### config.mk
export PLATFORM = sky130hd
export DESIGN_NAME = glyph_alpha_span_coalescer_top
export DESIGN_NICKNAME = d
export VERILOG_FILES = /design/src/rtl/gasc_pkg.sv /design/src/rtl/gasc_front.sv /design/src/rtl/gasc_queue.sv /design/src/rtl/gasc_back.sv /design/src/rtl/glyph_alpha_span_coalescer_top.sv
export SDC_FILE = /design/constraint.sdc
export NUM_CORES = 1
export LEC_CHECK = 0
export BUFFER_PORTS_ARGS = -buffer_cell sky130_fd_sc_hd__buf_4
export CORE_AREA = 3 3 221 223
export CTS_CLUSTER_DIAMETER = 80
export DETAILED_ROUTE_END_ITERATION = 8
export DIE_AREA = 0 0 224 226
export GPL_TIMING_DRIVEN = 0
export MAX_ROUTING_LAYER = met4
export PLACE_DENSITY_LB_ADDON = 0.08
export SETUP_SLACK_MARGIN = 0.4
export SYNTH_ARGS = -nofsm -noshare
export SYNTH_HDL_FRONTEND = slang
export SYNTH_SLANG_ARGS = --single-unit
### constraint.sdc
create_clock -name clk -period 3.9 [get_ports clk]
set_input_delay 0.975 -clock clk [delete_from_list [all_inputs] [get_ports clk]]
set_output_delay 0.975 -clock clk [all_outputs]
set_load 0.02 [all_outputs]
### src/rtl/gasc_pkg.sv
// ----------------------------------------------------------------------------
// gasc_pkg
// Shared types and constants of the glyph alpha span coalescer: pixel and
// command item layouts, command codes and the queue entry that carries up to
// two commands from the front to the back.
// ----------------------------------------------------------------------------
package gasc_pkg;

  // longest span the front keeps open before it emits it
  localparam int unsigned MAX_GLYPH_WIDTH = 255;
  localparam int unsigned COUNT_W         = 8;
  localparam logic [7:0]  FULL_ALPHA      = 8'hFF;
  localparam logic [7:0]  ZERO_ALPHA      = 8'h00;
  localparam logic [COUNT_W-1:0] SPAN_FULL = COUNT_W'(MAX_GLYPH_WIDTH);

  // command codes
  localparam logic CMD_SPAN  = 1'b0;
  localparam logic CMD_BLEND = 1'b1;

  // queue between front and back
  localparam int unsigned Q_DEPTH = 4;
  localparam int unsigned Q_PTR_W = $clog2(Q_DEPTH);
  localparam int unsigned Q_CNT_W = $clog2(Q_DEPTH + 1);

  typedef struct packed {
    logic [7:0]         alpha;
    logic signed [15:0] pixel_x;
    logic signed [15:0] pixel_y;
    logic               row_end;
  } gasc_pixel_t;

  typedef struct packed {
    logic               command;
    logic signed [15:0] start_x;
    logic signed [15:0] row_y;
    logic [7:0]         span_length;
    logic [7:0]         coverage;
    logic               last;
  } gasc_cmd_t;

  // one queue entry: first command, optional second command
  typedef struct packed {
    gasc_cmd_t first;
    gasc_cmd_t second;
    logic      has_second;
  } gasc_entry_t;

endpackage

### src/rtl/gasc_front.sv
// ----------------------------------------------------------------------------
// gasc_front
// Classifies each pixel item, keeps the open span and builds the commands
// that the item causes as one queue entry. Items that cause no command only
// update the span state.
// ----------------------------------------------------------------------------
module gasc_front import gasc_pkg::*; (
  input  logic        clk,
  input  logic        rst,
  input  logic        pixel_valid,
  output logic        pixel_ready,
  input  gasc_pixel_t pixel,
  input  logic        q_full,
  output logic        q_push,
  output gasc_entry_t q_entry
);

  logic [COUNT_W-1:0] open_count, open_count_next;
  logic [15:0]        open_start, open_start_next;

  logic        is_opaque, is_zero, accept;
  logic        pre_flush, restart, post_cmd;
  gasc_cmd_t   pre_cmd, post_span, post_blend, post;
  logic [COUNT_W-1:0] grown_count;
  logic [15:0]        grown_start;

  assign pixel_ready = !q_full;
  assign accept      = pixel_valid && pixel_ready;

  // classify
  assign is_opaque = (pixel.alpha == FULL_ALPHA);
  assign is_zero   = (pixel.alpha == ZERO_ALPHA);

  // pending span goes out first: full span on opaque, any span otherwise
  assign pre_flush = is_opaque ? (open_count == SPAN_FULL) : (open_count != '0);
  assign restart   = (open_count == SPAN_FULL) || (open_count == '0);

  // span after an opaque pixel joins it
  assign grown_count = restart ? COUNT_W'(1) : open_count + COUNT_W'(1);
  assign grown_start = restart ? pixel.pixel_x : open_start;

  // second command: opaque at row end emits the grown span, partial a blend
  assign post_cmd = is_opaque ? pixel.row_end : !is_zero;

  always_comb begin
    pre_cmd.command     = CMD_SPAN;
    pre_cmd.start_x     = open_start;
    pre_cmd.row_y       = pixel.pixel_y;
    pre_cmd.span_length = open_count;
    pre_cmd.coverage    = FULL_ALPHA;
    pre_cmd.last        = !post_cmd;

    post_span.command     = CMD_SPAN;
    post_span.start_x     = grown_start;
    post_span.row_y       = pixel.pixel_y;
    post_span.span_length = grown_count;
    post_span.coverage    = FULL_ALPHA;
    post_span.last        = 1'b1;

    post_blend.command     = CMD_BLEND;
    post_blend.start_x     = pixel.pixel_x;
    post_blend.row_y       = pixel.pixel_y;
    post_blend.span_length = 8'd1;
    post_blend.coverage    = pixel.alpha;
    post_blend.last        = 1'b1;

    post = is_opaque ? post_span : post_blend;

    // pack commands in order into the entry
    if (pre_flush) begin
      q_entry.first      = pre_cmd;
      q_entry.second     = post;
      q_entry.has_second = post_cmd;
    end else begin
      q_entry.first      = post;
      q_entry.second     = post;
      q_entry.has_second = 1'b0;
    end
  end

  assign q_push = accept && (pre_flush || post_cmd);

  // next span state
  always_comb begin
    open_start_next = open_start;
    if (is_opaque) begin
      open_start_next = grown_start;
      open_count_next = pixel.row_end ? '0 : grown_count;
    end else begin
      open_count_next = '0;
    end
  end

  always_ff @(posedge clk) begin
    if (rst) begin
      open_count <= '0;
      open_start <= '0;
    end else if (accept) begin
      open_count <= open_count_next;
      open_start <= open_start_next;
    end
  end

endmodule

### src/rtl/gasc_queue.sv
// ----------------------------------------------------------------------------
// gasc_queue
// Small first-in first-out queue of command entries between the front and
// the back, so that each side stalls on its own.
// ----------------------------------------------------------------------------
module gasc_queue import gasc_pkg::*; (
  input  logic        clk,
  input  logic        rst,
  input  logic        push,
  input  gasc_entry_t push_entry,
  input  logic        pop,
  output logic        full,
  output logic        not_empty,
  output gasc_entry_t head,
  output logic [Q_CNT_W-1:0] fill
);

  gasc_entry_t        slots [Q_DEPTH];
  logic [Q_PTR_W-1:0] wr_ptr, rd_ptr;

  assign full      = (fill == Q_CNT_W'(Q_DEPTH));
  assign not_empty = (fill != '0);
  assign head      = slots[rd_ptr];

  // entry storage
  always_ff @(posedge clk) begin
    if (push) begin
      slots[wr_ptr] <= push_entry;
    end
  end

  // pointers and fill level
  always_ff @(posedge clk) begin
    if (rst) begin
      wr_ptr <= '0;
      rd_ptr <= '0;
      fill   <= '0;
    end else begin
      if (push) begin
        wr_ptr <= (wr_ptr == Q_PTR_W'(Q_DEPTH - 1)) ? '0 : wr_ptr + Q_PTR_W'(1);
      end
      if (pop) begin
        rd_ptr <= (rd_ptr == Q_PTR_W'(Q_DEPTH - 1)) ? '0 : rd_ptr + Q_PTR_W'(1);
      end
      if (push && !pop) begin
        fill <= fill + Q_CNT_W'(1);
      end else if (pop && !push) begin
        fill <= fill - Q_CNT_W'(1);
      end
    end
  end

endmodule

### src/rtl/gasc_back.sv
// ----------------------------------------------------------------------------
// gasc_back
// Drains queue entries into the command output register, one command per
// cycle unless cmd_ready stalls; an entry's two commands go out in order.
// ----------------------------------------------------------------------------
module gasc_back import gasc_pkg::*; (
  input  logic        clk,
  input  logic        rst,
  input  logic        q_not_empty,
  input  gasc_entry_t q_head,
  output logic        q_pop,
  output logic        cmd_valid,
  input  logic        cmd_ready,
  output gasc_cmd_t   cmd,
  output logic        second_phase
);

  logic load;

  // output register free or being taken this cycle
  assign load  = !cmd_valid || cmd_ready;
  assign q_pop = load && q_not_empty && (second_phase || !q_head.has_second);

  always_ff @(posedge clk) begin
    if (rst) begin
      cmd_valid    <= 1'b0;
      second_phase <= 1'b0;
    end else if (load) begin
      cmd_valid <= q_not_empty;
      if (q_not_empty) begin
        second_phase <= !second_phase && q_head.has_second;
      end
    end
  end

  // command payload
  always_ff @(posedge clk) begin
    if (load && q_not_empty) begin
      cmd <= second_phase ? q_head.second : q_head.first;
    end
  end

endmodule

### src/rtl/glyph_alpha_span_coalescer_top.sv
// ----------------------------------------------------------------------------
// glyph_alpha_span_coalescer_top
// Turns glyph alpha pixels into foreground span and blended pixel commands.
//
//   channel  direction  payload        handshake
//   pixel    in         gasc_pixel_t   pixel_valid / pixel_ready
//   cmd      out        gasc_cmd_t     cmd_valid / cmd_ready
//
// One pixel item is taken per cycle while the four-entry queue has room.
// The first command of an item goes from its queue slot into the back's
// output register; the back emits one command per cycle while cmd_ready
// allows, and an item causing two commands sends its first, then its second.
// Reset clears the open span, the queue pointers and the output register.
// A stalled cmd channel fills the queue, then pixel_ready drops.
// ----------------------------------------------------------------------------
module glyph_alpha_span_coalescer_top import gasc_pkg::*; (
  input  logic        clk,
  input  logic        rst,
  input  logic        pixel_valid,
  output logic        pixel_ready,
  input  gasc_pixel_t pixel,
  output logic        cmd_valid,
  input  logic        cmd_ready,
  output gasc_cmd_t   cmd
);

  logic               q_full, q_push, q_pop, q_not_empty, second_phase;
  gasc_entry_t        q_entry, q_head;
  logic [Q_CNT_W-1:0] q_fill;

  // classify and build commands
  gasc_front u_front (
    .clk         (clk),
    .rst         (rst),
    .pixel_valid (pixel_valid),
    .pixel_ready (pixel_ready),
    .pixel       (pixel),
    .q_full      (q_full),
    .q_push      (q_push),
    .q_entry     (q_entry)
  );

  // decoupling queue
  gasc_queue u_queue (
    .clk        (clk),
    .rst        (rst),
    .push       (q_push),
    .push_entry (q_entry),
    .pop        (q_pop),
    .full       (q_full),
    .not_empty  (q_not_empty),
    .head       (q_head),
    .fill       (q_fill)
  );

  // command output
  gasc_back u_back (
    .clk          (clk),
    .rst          (rst),
    .q_not_empty  (q_not_empty),
    .q_head       (q_head),
    .q_pop        (q_pop),
    .cmd_valid    (cmd_valid),
    .cmd_ready    (cmd_ready),
    .cmd          (cmd),
    .second_phase (second_phase)
  );

`ifndef SYNTHESIS
  // span commands carry full coverage and a nonzero length
  a_span_shape: assert property (@(posedge clk) disable iff (rst)
    cmd_valid && (cmd.command == CMD_SPAN) |-> (cmd.coverage == FULL_ALPHA) &&
      (cmd.span_length != 8'd0))
    else $error("span command with bad coverage or length");

  // blended pixels are single pixels ending their item
  a_blend_shape: assert property (@(posedge clk) disable iff (rst)
    cmd_valid && (cmd.command == CMD_BLEND) |-> (cmd.span_length == 8'd1) && cmd.last)
    else $error("blend command malformed");

  // second half of an entry is only pending while its entry is still queued
  a_phase_queued: assert property (@(posedge clk) disable iff (rst)
    second_phase |-> q_not_empty && q_head.has_second)
    else $error("second command pending without queued entry");

  // queue never overfills
  a_fill_bound: assert property (@(posedge clk) disable iff (rst)
    q_fill <= Q_CNT_W'(Q_DEPTH))
    else $error("queue fill out of range");
`endif

endmodule

# After elaboration in Yosys (flattened, before gate mapping)
# Memories as Yosys holds them, arrays and structs flattened. A register that Yosys moved wholly into a read port is not among the register bits.
# Index checks and enable logic that the tools add are counted.
# W data, S select, Z words.
# op_classes
add_sub_neg	5
n_eq_ne	5
mux	17
reduce_logical	26
# ops
operator	count
$mux W101	1
$mux W50	2
$mux W8	3
$eq A8 B8 Y1 const B	2
$logic_not A8 Y1	2
$mux W16	1
$add A8 B1 Y8 const B	1
$logic_not A1 Y1	8
$mux W2	4
$reduce_bool A8 Y1	1
$logic_and A1 B1 Y1	7
$mux W3	2
$add A2 B1 Y2 const B	2
$eq A2 B2 Y1 const B	2
$logic_or A1 B1 Y1	4
$mux W1	4
$reduce_and A2 Y1	2
$add A3 B1 Y3 const B	1
$eq A3 B3 Y1 const B	1
$reduce_bool A3 Y1	1
$sub A3 B1 Y3 const B	1
$reduce_bool A2 Y1	1
# word_totals
reg_bits	83
mem_bits_rw	404
inputBits	45
output_inout_bits	52
word_cells	67
memories	1
# mem_list
memory	words	width	rd	rd_clocked_by_memory_dff	wr	line	text
u_queue.slots	4	101	1	1	1	gasc_queue.sv:18	gasc_entry_t slots [Q_DEPTH];

# Logic depth before layout (Yosys ltp)
# logic_depth
ltp_word	9
depth_mapped	12
mapped_depth_nobuf	12

# By module
# Synthesis repeated with hierarchy kept, for this count alone.
# hier_totals
hier_cells	1016
area_unflattened_um2	19606.3
# modules_own_cells
mod	instances	cells_per_inst	area_per_inst_um2	seq_area_each_um2
gasc_queue	1	572	15020.7	12311.8
gasc_back	1	118	2453.6	1541.5
gasc_front	1	326	2132.0	480.5

# Worst setup path before layout
# Ideal clock, no wire load.
# synth_path
path_kind	input -> register
startpoint	in pixel[39] (netlist bit)
endpoint	mem u_queue.slots[0][0] (netlist bit) (enable)
setup_ns	0.452
arrival_time_ns	3.680
required_time_ns	3.448
slack_ns	-0.232
path_stages	4
path_buffers	0
cell_sequence	and4_1 o211a_1 o22ai_1 and3_1
# synth_between
elab_chain_len	7
elab_cells_between_ends	9
classes_between	eq/ne (1); mux (4); reduce/logical (4)
# synth_lines
element	line	text
start, declared	glyph_alpha_span_coalescer_top.sv:21	input gasc_pixel_t pixel,
$logic_not A8 Y1	gasc_front.sv:32	assign is_zero = (pixel.alpha == ZERO_ALPHA);
$logic_not A1 Y1	gasc_front.sv:43	assign post_cmd = is_opaque ? pixel.row_end : !is_zero;
$mux W1	gasc_front.sv:43	
$logic_or A1 B1 Y1 (*)	gasc_front.sv:81	assign q_push = accept && (pre_flush || post_cmd);
$logic_and A1 B1 Y1 (*)	gasc_front.sv:81	
$mux W1 (*)	gasc_queue.sv:27	if (push) begin
$mux W1 (not written as such) (*)	gasc_queue.sv:28	slots[wr_ptr] <= push_entry;
end, declared	gasc_queue.sv:18	
# Mark *: on every way between the ends. The rest lies on a longest branch, timed or not.

# Worst setup path after layout
# layout_path
startpoint	reg u_front.open_count[1]
endpoint	mem u_queue.slots[1][13] (netlist bit) (enable)
# layout_between
elab_chain_len	6
elab_cells_between_ends	7
classes_between	eq/ne (1); mux (3); reduce/logical (3)
# layout_lines
element	line	text
start, declared	gasc_front.sv:18	logic [COUNT_W-1:0] open_count, open_count_next;
start signal, assigned	gasc_front.sv:99	open_count <= open_count_next;
$eq A8 B8 Y1 or $reduce_bool A8 Y1 (tied branches)	gasc_front.sv:35	assign pre_flush = is_opaque ? (open_count == SPAN_FULL) : (open_count != '0);
$mux W1 (*)	gasc_front.sv:35	
$logic_or A1 B1 Y1 (*)	gasc_front.sv:81	
$logic_and A1 B1 Y1 (*)	gasc_front.sv:81	
$mux W1 (*)	gasc_queue.sv:27	
$mux W1 (not written as such) (*)	gasc_queue.sv:28	
# Marked as above.

==> results.txt <==
----------------------------------------------------
[Worst setup path]
  Maximum fanout along the worst path ... 46
  Critical Path Sink Type ... flop
  Minimum setup slack among reg-to-reg paths ... around 620 ps
  Setup crit start kind ... flop
  Worst r2r path cells ... 7
  Data arrival, critical path ... about 3500 ps
  Class of the most critical setup path ... flop to flop
  Endpoint required time on the critical path ... about 4100 ps

[Detailed routing]
  Detailed-routing wirelength on met1 ... between 15 and 20 mm
  Post-route ant nets ... 0
  Routed wire length on met2 ... ~17 mm
  DR pass1 iterations ... 5
  Met3 WL ... roughly 1.4 mm
  Via count ... about 8.5k
  Routed len/inst ... 21.5 um
  Uppermost metal layer occupied by signal nets ... met4
  DRC violations left ... 0
  Vias per Instance ... between 4 and 5
  Total wirelength of the detailed-routed design ... ~37 mm
  DRC violation total after the first TritonRoute iteration ... approximately 560

[Clocking]
  Clock tree from TritonCTS ... yes
  Number of buffers created by CTS ... 46
  Maximum count of clock buffers along a single path ... 3
  Root buffer selected by CTS ... clkbuf_16
  Reg clk slew, reported paths ... 50 ps
  Hold buffer count at CTS ... 0
  Number of clock sinks seen by CTS ... 421
  Post-CTS Resized ... 0
  Number of levels the H-tree was split into ... 2
  Count of buffers added by post-CTS timing repair for setup ... 0
  Skew-Pair Late Insertion Delay ... roughly 570 ps

[Power and ir drop]
  Clock share of power ... between 30% and 40%
  Leakage Power ... approximately 6.8 nW
  Combinational share of power ... 24.7%
  P_int ... between 9 and 10 mW
  Total Power ... about 13 mW
  Power per cell area ... just under 700 mW/mm^2
  Switching fraction of total power ... roughly 28%
  Switching component of the power ... 3.81 mW
  Power share of the sequential group ... between 40% and 50%
  Peak supply drop ... between 0.3 and 0.4 mV

[Place]
  Port buffer count ... 95
  Placed Cells ... around 1.7k
  Dpl hpwl ... approximately 22 mm
  GP Congestion ... 0.736
  Placed cell area ... between 0.015 and 0.02 mm^2
  Pre-CTS setup slack ... 312 ps

[Finish]
  Final-layout fill cell count ... ~4.2k
  Non-filler instance count after layout ... 1735
  Layout Nets ... approximately 1.1k
  Fraction of final layout cells with drive strength greater than 1 ... roughly 26%
  Finished layout cell area ... approximately 0.020 mm^2
  Final design utilization ... between 40% and 50%
  Number of antenna cells inserted ... 0
  Area growth from synthesis to layout ... 19.1%

[Run status]
  Outcome ... complete, no violations

[Synthesis]
  Number of distinct library cell variants in the gate-level netlist after synthesis ... 50
  Yosys Warn Count ... 0
  Share of synthesized registers carrying an async set or reset ... 0%
  Avg Inst Size Synth ... 17.4 um^2
  Register area share after synthesis ... 75.0%
  Synth Register Bits ... 421
  Area of the mapped netlist ... between 0.015 and 0.02 mm^2
  Number of enable flip-flop cells after synthesis ... between 300 and 400
  Net count after synthesis ... 996
  Primary flip-flop cell chosen by synthesis mapping ... edfxtp_1
  Instance count of the mapped netlist ... around 940

[STA]
  Slew at the pin with the worst max-slew slack ... 988 ps
  # setup viols final ... 0
  Sum of negative setup slack ... 0 ps
  Rel. slew slack ... 34.1%
  Min Tclk post-route ... between 3000 and 4000 ps
  Worst setup skew after layout ... approximately 16 ps
  Final critical-path setup slack ... roughly 620 ps
  Hold slack final ... around 510 ps
  RSZ-0062 raised after global routing ... no
  Final Hold Viols ... 0
  Number of slew-limit violations in the final report ... 0
  Highest attainable clock frequency ... just over 300 MHz
  Share of the clock period used by the worst path after layout ... between 80% and 90%

[Floorplan]
  Core area ... roughly 0.047 mm^2
  Initial cell density of the core ... 35.0%
  Overall die width ... 224 um
  Overall die area ... around 0.051 mm^2
  Row count ... slightly below 80
  Floorplan die height ... ~230 um
  I/O pin count ... 97

[Global routing]
  Global-route wire length before repair ... 56.3 mm
  Overflow after GRT ... 0
  Pin count of the biggest net entering global routing ... 51
  Number of antenna violations at the first check in global routing ... 0
  Number of global-route vias before repair ... 8903
  Global-route usage over all layers ... 15.4%

[Hold path]
  Hold Crit Class ... flop to flop
  WHS Path Cells ... 2

[Job]
  Number of max-cap violations ... 0

----------------------------------------------------
==> cell usage after synthesis (4+ instances only) <==
library cell	count	share of area, %
mux4_2	84	12
o21ai_0	7	0.21
a21oi_1	14	0.43
dfxtp_1	35	4.3
nand3_1	7	0.21
nor3_1	7	0.21
inv_1	10	0.23
ha_1	8	0.61
nand2_1	208	4.8
nor2_1	35	0.80
o31ai_1	4	0.18
nand2b_1	12	0.46
clkbuf_1	24	0.55
or3_1	5	0.19
mux2i_1	19	1.2
and3_1	7	0.27
buf_1	7	0.16
edfxtp_1	386	71
buf_2	17	0.52
==> power groups by stage <==
| stage | Combinational, mW | Clock (mW) | Sequential [mW] |
|---|---|---|---|
| final | 3.34 | 4.23 | 5.92 |
| after detailed placement | 3.45 | 0 | 6.03 |
| after floorplan | 1.76 | 0 | 6.36 |
| after CTS | 3.46 | 4.37 | 5.94 |
| after global placement | 3.36 | 0 | 6.07 |
| after global routing | 3.65 | 4.56 | 5.98 |
==> cells by family (layout without fill, tap and decap cells) <==
| group | count (synthesis) | count (layout) | share of synthesized area [%] |
|---|---|---|---|
| fa+ha+maj | 9 | 9 | 0.733 |
| xor+xnor | 5 | 5 | 0.267 |
| buf+inv | 62 | 248 | 1.62 |
| mux | 103 | 103 | 12.7 |
| simple gates | 298 | 298 | 7.76 |
| flops | 421 | 421 | 75.0 |
| compound gates | 44 | 44 | 1.91 |
==> worst max-delay path, cell delays in order, from the launching register on <==
cell	delay, ps
dfxtp_1	400
ha_1	170
clkbuf_1	310
nand3_1	160
o211a_1	280
o22ai_1	470
and3_4	780
buf_16	360
==> state kept, by name (all words and copies together) (netlist names), named ones only <==
signal	cells
u_front.open_start	16
u_queue.slots	336
u_front.open_count	8
u_back.cmd_valid	1
u_back.cmd	50
u_queue.wr_ptr	2
u_queue.rd_ptr	2
u_back.second_phase	1
u_queue.fill	3
==> final timing paths <==
path / startpoint / to
setup / recovery: u_front.open_count[1] / u_queue.slots[1][13]
hold / removal: u_back.cmd_valid / u_back.cmd_valid
setup reg to reg: u_front.open_count[1] / u_queue.slots[1][13]
hold reg to reg: u_back.cmd_valid / u_back.cmd_valid
==> layer usage <==
metal	GRT usage, %	vias to the layer above
li1	-	3913
met1	21.2	4359
met2	23.8	138
met3	2.40	55
met4	4.85	0
met5	-	-
==> placed cells by master (no fill, tap or decap), types with 3 or more instances in the layout <==
cell type / n
xor2_1: 3
nor3_1: 7
a21o_1: 3
clkinv_1: 9
ha_1: 8
buf_1: 7
clkbuf_1: 35
or2_2: 3
clkinv_2: 11
nand2b_1: 12
o31ai_1: 4
buf_16: 6
mux2i_1: 19
or3_1: 5
edfxtp_1: 386
buf_4: 96
and3_1: 3
clkbuf_16: 47
o21ai_0: 7
buf_2: 17
bufinv_16: 4
mux4_2: 84
and3_4: 4
a21oi_1: 14
nand2_1: 208
nand4_1: 3
inv_1: 9
nor2_1: 35
dfxtp_1: 35
nand3_1: 7
==> layout make-up <==
class	count	area, um^2	share of cell area (%)
multi-input combinational	459	3850	19.7
inverter	12	47.5	0.244
clock buffer	60	1240	6.38
clock inverter	25	221	1.13
buffer	50	220	1.13
sequential	421	12300	63.0
tap	607	759	3.89
timing repair buffer	101	878	4.50
Note: power is estimated with default switching activity, not from simulation.
